===== src/sv/hsfr_pkg.sv =====
// ----------------------------------------------------------------------------
// hsfr_pkg: frame receiver shared definitions
// Octet codes, field widths, result kinds and receive phases.
// ----------------------------------------------------------------------------
package hsfr_pkg;

	localparam int BYTE_W = 8;
	localparam int LEN_W  = 13;
	localparam int KIND_W = 2;

	localparam int unsigned MAX_CAPACITY = 4096;

	localparam logic [LEN_W-1:0] CAP_RESET = LEN_W'(2048);
	localparam logic [LEN_W-1:0] CAP_LIMIT = LEN_W'(MAX_CAPACITY);

	localparam logic [BYTE_W-1:0] FLAG_OCTET = 8'h7E;
	localparam logic [BYTE_W-1:0] ESC_OCTET  = 8'h7D;
	localparam logic [BYTE_W-1:0] ESC_FLIP   = 8'h20;

	localparam logic [KIND_W-1:0] KIND_PAYLOAD = 2'd0;
	localparam logic [KIND_W-1:0] KIND_DONE    = 2'd1;
	localparam logic [KIND_W-1:0] KIND_ABORT   = 2'd2;

	typedef enum logic [4:0] {
		PH_WAIT = 5'b00001,
		PH_ADDR = 5'b00010,
		PH_CTRL = 5'b00100,
		PH_DATA = 5'b01000,
		PH_ESC  = 5'b10000
	} phase_t;

endpackage


===== src/sv/hdlc_style_frame_receiver.sv =====
// ----------------------------------------------------------------------------
// hdlc_style_frame_receiver: byte-wise HDLC-style deframer
// Line octets enter on the line channel (line_valid / line_stall). After a
// 0x7E start flag the next two octets are held as address and control;
// further octets are payload, 0x7D escapes the next octet (bit 5 flipped).
// Each payload octet gives a result; a closing flag gives frame complete.
// Once the stored count reaches payload_capacity (saturated at 4096) the
// next octet is dropped, an abort result is given and the receiver waits
// for a new start flag. Address, control, start flag and escape octets
// give no result. Results leave on the result channel (result_valid /
// result_stall). payload_capacity is written on the cfg channel, which is
// always ready. One octet per cycle is sustained while the result side is
// not stalled: a line register feeds one pass of phase logic into a result
// register, and both advance whenever the result register is empty or
// being taken. A stall on the result side backs up into line_stall after
// the line register fills. Reset clears the phase, the held octets and the
// count, and sets the capacity to 2048.
// ----------------------------------------------------------------------------
module hdlc_style_frame_receiver (
	input  logic                         clk,
	input  logic                         arst_n,
	input  logic                         cfg_valid,
	output logic                         cfg_ready,
	input  logic [hsfr_pkg::LEN_W-1:0]   payload_capacity,
	input  logic                         line_valid,
	output logic                         line_stall,
	input  logic [hsfr_pkg::BYTE_W-1:0]  line_byte,
	output logic                         result_valid,
	input  logic                         result_stall,
	output logic [hsfr_pkg::KIND_W-1:0]  result_kind,
	output logic [hsfr_pkg::BYTE_W-1:0]  frame_address,
	output logic [hsfr_pkg::BYTE_W-1:0]  frame_control,
	output logic [hsfr_pkg::BYTE_W-1:0]  payload_byte,
	output logic [hsfr_pkg::LEN_W-1:0]   payload_length
);
	import hsfr_pkg::*;

	logic [LEN_W-1:0]  capacity_q;
	logic              valid_s1;
	logic [BYTE_W-1:0] byte_s1;
	phase_t            phase_q;
	logic [BYTE_W-1:0] address_q;
	logic [BYTE_W-1:0] control_q;
	logic [LEN_W-1:0]  count_q;

	logic              valid_s2;
	logic [KIND_W-1:0] kind_s2;
	logic [BYTE_W-1:0] address_s2;
	logic [BYTE_W-1:0] control_s2;
	logic [BYTE_W-1:0] byte_s2;
	logic [LEN_W-1:0]  length_s2;

	logic              out_free;
	logic              advance;
	logic [LEN_W-1:0]  cap_eff;
	logic [LEN_W-1:0]  count_inc;
	logic              emit;
	logic [KIND_W-1:0] kind_n;
	logic [BYTE_W-1:0] byte_n;
	logic [LEN_W-1:0]  length_n;
	phase_t            phase_n;
	logic [BYTE_W-1:0] address_n;
	logic [BYTE_W-1:0] control_n;
	logic [LEN_W-1:0]  count_n;

	assign cfg_ready  = 1'b1;
	assign out_free   = !valid_s2 || !result_stall;
	assign advance    = valid_s1 && out_free;
	assign line_stall = valid_s1 && !out_free;

	assign cap_eff   = (capacity_q > CAP_LIMIT) ? CAP_LIMIT : capacity_q;
	assign count_inc = count_q + LEN_W'(1);

	always_comb begin
		emit      = 1'b0;
		kind_n    = KIND_PAYLOAD;
		byte_n    = '0;
		length_n  = count_q;
		phase_n   = phase_q;
		address_n = address_q;
		control_n = control_q;
		count_n   = count_q;
		if (count_q >= cap_eff) begin
			emit    = 1'b1;
			kind_n  = KIND_ABORT;
			count_n = '0;
			phase_n = PH_WAIT;
		end else begin
			case (phase_q)
				PH_ADDR: begin
					address_n = byte_s1;
					phase_n   = PH_CTRL;
				end
				PH_CTRL: begin
					control_n = byte_s1;
					phase_n   = PH_DATA;
				end
				PH_DATA: begin
					if (byte_s1 == ESC_OCTET) begin
						phase_n = PH_ESC;
					end else if (byte_s1 == FLAG_OCTET) begin
						emit    = 1'b1;
						kind_n  = KIND_DONE;
						count_n = '0;
						phase_n = PH_WAIT;
					end else begin
						emit     = 1'b1;
						byte_n   = byte_s1;
						count_n  = count_inc;
						length_n = count_inc;
					end
				end
				PH_ESC: begin
					emit     = 1'b1;
					byte_n   = byte_s1 ^ ESC_FLIP;
					count_n  = count_inc;
					length_n = count_inc;
					phase_n  = PH_DATA;
				end
				default: begin
					phase_n = (byte_s1 == FLAG_OCTET) ? PH_ADDR : PH_WAIT;
				end
			endcase
		end
	end

	// line register
	always_ff @(posedge clk or negedge arst_n) begin
		if (!arst_n) begin
			valid_s1 <= 1'b0;
		end else if (!line_stall) begin
			valid_s1 <= line_valid;
		end
	end

	always_ff @(posedge clk) begin
		if (!line_stall && line_valid) begin
			byte_s1 <= line_byte;
		end
	end

	// receive state and capacity
	always_ff @(posedge clk or negedge arst_n) begin
		if (!arst_n) begin
			capacity_q <= CAP_RESET;
			phase_q    <= PH_WAIT;
			address_q  <= '0;
			control_q  <= '0;
			count_q    <= '0;
		end else begin
			if (cfg_valid && cfg_ready) begin
				capacity_q <= payload_capacity;
			end
			if (advance) begin
				phase_q   <= phase_n;
				address_q <= address_n;
				control_q <= control_n;
				count_q   <= count_n;
			end
		end
	end

	// result register
	always_ff @(posedge clk or negedge arst_n) begin
		if (!arst_n) begin
			valid_s2 <= 1'b0;
		end else if (out_free) begin
			valid_s2 <= advance && emit;
		end
	end

	always_ff @(posedge clk) begin
		if (advance && emit) begin
			kind_s2    <= kind_n;
			address_s2 <= address_n;
			control_s2 <= control_n;
			byte_s2    <= byte_n;
			length_s2  <= length_n;
		end
	end

	assign result_valid   = valid_s2;
	assign result_kind    = kind_s2;
	assign frame_address  = address_s2;
	assign frame_control  = control_s2;
	assign payload_byte   = byte_s2;
	assign payload_length = length_s2;

endmodule


===== config.mk =====
export PLATFORM = sky130hd
export DESIGN_NAME = hdlc_style_frame_receiver
export DESIGN_NICKNAME = d
export VERILOG_FILES = /design/src/sv/hsfr_pkg.sv /design/src/sv/hdlc_style_frame_receiver.sv
export SDC_FILE = /design/constraint.sdc
export NUM_CORES = 1
export LEC_CHECK = 0
export BUFFER_PORTS_ARGS = -buffer_cell sky130_fd_sc_hd__buf_2
export CAP_MARGIN = 5
export CORE_MARGIN = 4
export CORE_UTILIZATION = 57
export CTS_CLUSTER_SIZE = 10
export DETAILED_ROUTE_END_ITERATION = 7
export PLACE_DENSITY = 0.8
export SLEW_MARGIN = 20
export SYNTH_ARGS = -nofsm -noshare
export SYNTH_HDL_FRONTEND = slang
export SYNTH_SLANG_ARGS = --single-unit
export TNS_END_PERCENT = 30

===== constraint.sdc =====
create_clock -name clk -period 6.2 [get_ports clk]
set_input_delay 1.24 -clock clk [delete_from_list [all_inputs] [get_ports clk]]
set_output_delay 1.24 -clock clk [all_outputs]
set_load 0.02 [all_outputs]

# Yosys cells after proc, flatten, opt, wreduce, memory -nomap -nowiden

Index checks and enable logic that the tools add are counted.
W data, S select, Z words.

Logic and storage cells: 66
Bits in registers: 96

$add $sub $neg: 1
Reductions and logical operators: 14
$lt $le $gt $ge: 2
Mux-type cells: 25
Equal/unequal tests: 8
Bitwise logic cells: 2

Operator list:

| kind                    | number |
|---|---|
| $mux W13                | 7 |
| $pmux W13 S2            | 2 |
| $mux W8                 | 6 |
| $eq A8 B7 Y1 const B    | 2 |
| $pmux W8 S2             | 1 |
| $mux W5                 | 3 |
| $pmux W5 S3             | 1 |
| $add A13 B1 Y13 const B | 1 |
| $ge A13 B13 Y1          | 1 |
| $gt A13 B13 Y1 const B  | 1 |
| $eq A5 B2 Y1 const B    | 1 |
| $eq A5 B3 Y1 const B    | 1 |
| $eq A5 B4 Y1 const B    | 1 |
| $eq A5 B5 Y1 const B    | 1 |
| $logic_and A1 B1 Y1     | 4 |
| $logic_not A1 Y1        | 4 |
| $ne A4 B4 Y1 const B    | 1 |
| $mux W1                 | 3 |
| $ne A3 B3 Y1 const B    | 1 |
| $reduce_and A3 Y1       | 1 |
| $reduce_bool A3 Y1      | 1 |
| $reduce_or A3 Y1        | 1 |
| $mux W2                 | 1 |
| $not A1 Y1              | 2 |
| 4 further kinds         | 4 |

# Longest topological paths before layout

Word-level depth: 6
Mapped depth: 12
Depth with buffers taken out: 10

# Worst setup path after synthesis

OpenSTA, ideal clock, no wires.

Path kind: register -> register
Start point: register capacity_q[12]
End point: register address_s2[0] (netlist: frame_address[0]) (enable)
Data required time: 5751 ps
Setup time: 449 ps
Path slack: 1786 ps
Path buffers: 2
Stages on the path, launching flop included: 10
Period minus slack after synthesis: 4414 ps
Data arrival time: 3965 ps
Path through: dfrtp_1 > inv_1 > clkbuf_1 > nand2_1 > ha_1 > o21ai_0 > a2111oi_0 > a21oi_1 > clkbuf_1 > a21oi_1

Cells in the longest elaborated chain, start to end: 5

Ends and longest elaborated chain:

| what                   | RTL line                         | source |
|---|---|---|
| from (decl)            | hdlc_style_frame_receiver.sv:38  | `logic [LEN_W-1:0] capacity_q;` |
| from (signal assigned) | hdlc_style_frame_receiver.sv:152 | `capacity_q <= payload_capacity;` |
| $gt A13 B13 Y1         | hdlc_style_frame_receiver.sv:71  | `assign cap_eff = (capacity_q > CAP_LIMIT) ? CAP_LIMIT : capacity_q;` |
| $mux W13 *             | hdlc_style_frame_receiver.sv:71  |  |
| $ge A13 B13 Y1 *       | hdlc_style_frame_receiver.sv:83  | `if (count_q >= cap_eff) begin` |
| $mux W1 *              | hdlc_style_frame_receiver.sv:83  |  |
| $logic_and A1 B1 Y1 *  | hdlc_style_frame_receiver.sv:173 | `if (advance && emit) begin` |
| to (signal assigned)   | hdlc_style_frame_receiver.sv:175 | `address_s2 <= address_n;` |
| to (decl)              | hdlc_style_frame_receiver.sv:48  | `logic [BYTE_W-1:0] address_s2;` |

Mark *: on every way between the ends. The rest lies on a longest branch, timed or not.
A chain may end at the register's enable or synchronous reset.

# Worst setup path after layout

Start point: register capacity_q[12]
End point: register byte_s2[4] (netlist: payload_byte[4]) (enable)

Cells in the longest elaborated chain, start to end: 5

Ends and longest elaborated chain:

| what                  | RTL line                         | source |
|---|---|---|
| $gt A13 B13 Y1        | hdlc_style_frame_receiver.sv:71  |  |
| $mux W13 *            | hdlc_style_frame_receiver.sv:71  |  |
| $ge A13 B13 Y1 *      | hdlc_style_frame_receiver.sv:83  |  |
| $mux W1 *             | hdlc_style_frame_receiver.sv:83  |  |
| $logic_and A1 B1 Y1 * | hdlc_style_frame_receiver.sv:173 |  |
| to (signal assigned)  | hdlc_style_frame_receiver.sv:177 | `byte_s2 <= byte_n;` |
| to (decl)             | hdlc_style_frame_receiver.sv:50  | `logic [BYTE_W-1:0] byte_s2;` |

Marked as above.

==> results by group <==
Outcome
  • Status: complete, no violations

Floorplan
  • Die width: 98.3 µm
  • Die area: 9670 µm²
  • # IOs: 68
  • Die Y: 98.3 µm
  • Starting density of the core: 0.592
  • # rows: 32
  • Total core area: 7850 µm²

Logic synthesis
  • YS warnings: 0
  • Number of synthesized register bits: 96
  • Library cells used by synthesis: 51
  • Post-Syn Instances: 388
  • Cell taking the most area after synthesis: edfxtp_1
  • Cell Area, Synth: 4650 µm²
  • FFs w/ async S/R, synth: 0.510
  • Ys flop type: edfxtp_1
  • Top cell type's share of synthesized area: 0.304
  • Syn avg cell area: 12.0 µm²
  • Syn_nets: 429
  • Top cells by area, synth: edfxtp_1, dfrtp_1, mux2_2, ha_1, nand2_1
  • EDFF count, synth: 47
  • Seq/Total Area, Yosys: 0.568

Worst setup path
  • Worst path most repeated cell: buf_4
  • WS Path Type: reg -> reg
  • CP required: 6.24 ns
  • CP Buf/Inv Count: 3
  • Worst Path Max Fanout: 39
  • CP peak stage delay: 0.63 ns
  • Crit. End Element: register
  • Cells along the critical path: inv_1, nand2_1, ha_1, o21ai_0, a2111oi_0, a21oi_2, buf_4, a21oi_4, buf_4
  • Slowest CP cell: a2111oi_0
  • Crit start category: register
  • CP Data Arrival Time: 3.39 ns
  • CP delay by family, top: compound AO/OA/AOI/OAI gates

Power
  • Clock group share of total power: 0.310
  • Sw Share: 0.264
  • PwrDens: 238 nW/µm²
  • Psw: 0.330 mW
  • Worst IR Drop VDD: 0.147 mV
  • Pint: 0.921 mW
  • Overall power: 1.25 mW
  • Leakage: 2.23 nW
  • Sequential Power Share: 0.572
  • Combinational share of power: 0.118

Routing
  • Via/cell ratio: 5.95
  • Total number of vias: 3294
  • Routed Antenna Nets: 0
  • DR pass1 iterations: 4
  • # DRC: 0
  • DRT Wirelength: 9320 µm
  • WL per Instance: 16.8 µm
  • DRT iter0 DRCs: 341

Timing
  • Minimum clock period: 3.36 ns
  • Pins Over Slew Limit: 0
  • Hold Vio Cnt, Final: 0
  • RSZ-0062 raised after global routing: false
  • Period Utilization, post-route: 0.541
  • Setup WS post-layout: 2.84 ns
  • Setup Skew: 0.0110 ns
  • F_max: 298 MHz
  • Hold Slack: 0.512 ns
  • Sum Neg Setup Slack: 0 ns
  • Rel. slew slack: 0.425
  • Slew @ Worst Pin: 0.860 ns
  • Setup Viol. Count Final: 0

Clock network
  • Post-CTS Repair Setup Buffers: 0
  • Post_cts resized: 0
  • CTS buffer count: 9
  • Clock-pin slew on the worst setup and hold paths: 0.09 ns
  • Clk sinks: 96
  • CTS root buf: clkbuf_8
  • Max Root-Sink Buffers: 2
  • CTS tree: yes
  • Hold bufs inserted after CTS: 0
  • Clk_lat worst skew: 0.36 ns
  • H-tree depth: 3

GRT
  • GR met1 Demand/Resource: 0.292
  • First-pass GRT wire length: 15700 µm
  • Vias in the first global route: 3185
  • GR Util met2: 0.300
  • Met3 usage: 0.0464
  • GRT busiest layer: met2
  • Largest net degree at the start of global routing: 50
  • Total gr overflow: 0
  • GRT Total Usage: 0.204
  • Initial antenna violation count: 0

Placement
  • Setup WS pre-CTS: 2.84 ns
  • Port bufs: 66
  • GP Congestion: 0.911
  • HPWL after DPL: 6500 µm

Cells and area
  • Fin nets: 488
  • Multi-input gate area: 1900 µm²
  • Area Growth Syn to Fin: 12.9%
  • Share of cells above drive strength 1: 0.310
  • FF/Latch Area: 2640 µm²
  • Antenna Cells: 0
  • Fillcell total: 619
  • Commonest non-fill, non-tap cell in the layout: buf_2
  • Commonest cells after routing, fill and taps aside: buf_2, dfrtp_1, edfxtp_1, mux2_2, nand2_1
  • Layout Utilization: 0.669

Hold path
  • Hold Crit Class: reg -> reg

Job
  • Max-cap violations: 0
-- through the flow --
step	area, µm²	cells
2_1_floorplan	4650	388
4_1_cts	5250	554
3_5_place_dp	5060	538
5_1_grt	5250	554
6_report	5250	554
3_3_place_gp	5060	538
-- power groups by stage --
stage / Combinational [mW] / Clock, mW / Sequential (mW)
2_1_floorplan: 0.0985 / 0 / 0.724
3_3_place_gp: 0.136 / 0 / 0.727
3_5_place_dp: 0.146 / 0 / 0.729
4_1_cts: 0.148 / 0.394 / 0.715
5_1_grt: 0.166 / 0.432 / 0.719
6_report: 0.148 / 0.388 / 0.716
-- per-layer routing --
layer	part of all wire	up-vias
met3	0.089	9
li1	-	1569
met1	0.45	1566
met2	0.45	150
met4	0.013	0
met5	0	-
-- cells in the mapped netlist, types with 12 or more instances --
cell,number
edfxtp_1,47
nand2_1,32
nor2_1,16
ha_1,15
xnor2_1,12
mux2_2,43
clkbuf_1,15
dfrtp_1,47
o21ai_0,18
a22o_1,12
a21oi_1,14
nand3_1,18
-- worst paths after layout --
kind	startpoint	endpoint	slack, ns	cells past startpoint
max in group asynchronous	arst_n	control_q[1]	4.79	2
worst min register to register	control_q[4]	control_q[4]	0.51	1
worst max register to register	capacity_q[12]	payload_byte[4]	2.84	9
min in group asynchronous	arst_n	address_q[2]	0.97	2
worst min-delay path	control_q[4]	control_q[4]	0.51	1
worst max-delay path	capacity_q[12]	payload_byte[4]	2.84	9
-- cell families (layout without fill, tap and decap cells) --
kind of cell | after synthesis | count (layout) | share of synthesized area
simple gates | 114 | 114 | 0.128
flops | 96 | 96 | 0.568
compound gates | 77 | 77 | 0.110
mux | 43 | 43 | 0.104
buf+inv | 30 | 94 | 0.0264
fa+ha+maj | 15 | 15 | 0.0404
xor+xnor | 12 | 12 | 0.0226
other cells | 1 | 1 | 0.000807
-- sequential cells by signal, indices dropped and copies added (netlist names) --
register and flops:
address_q 8, byte_s1 8, capacity_q 13, control_q 8, count_q 13, frame_address 8
frame_control 8, payload_byte 8, payload_length 13, phase_q 5, result_kind 2, result_valid 1
valid_s1 1
-- cell type report --
type                            instances  area share
Tap cell                              102      0.0243
Clock buffer                           11      0.0291
Timing Repair Buffer                   70      0.0686
Inverter                                8     0.00572
Clock inverter                          5     0.00715
Sequential cell                        96       0.503
Multi-Input combinational cell        262       0.362
(Power assumes the default switching activity.)
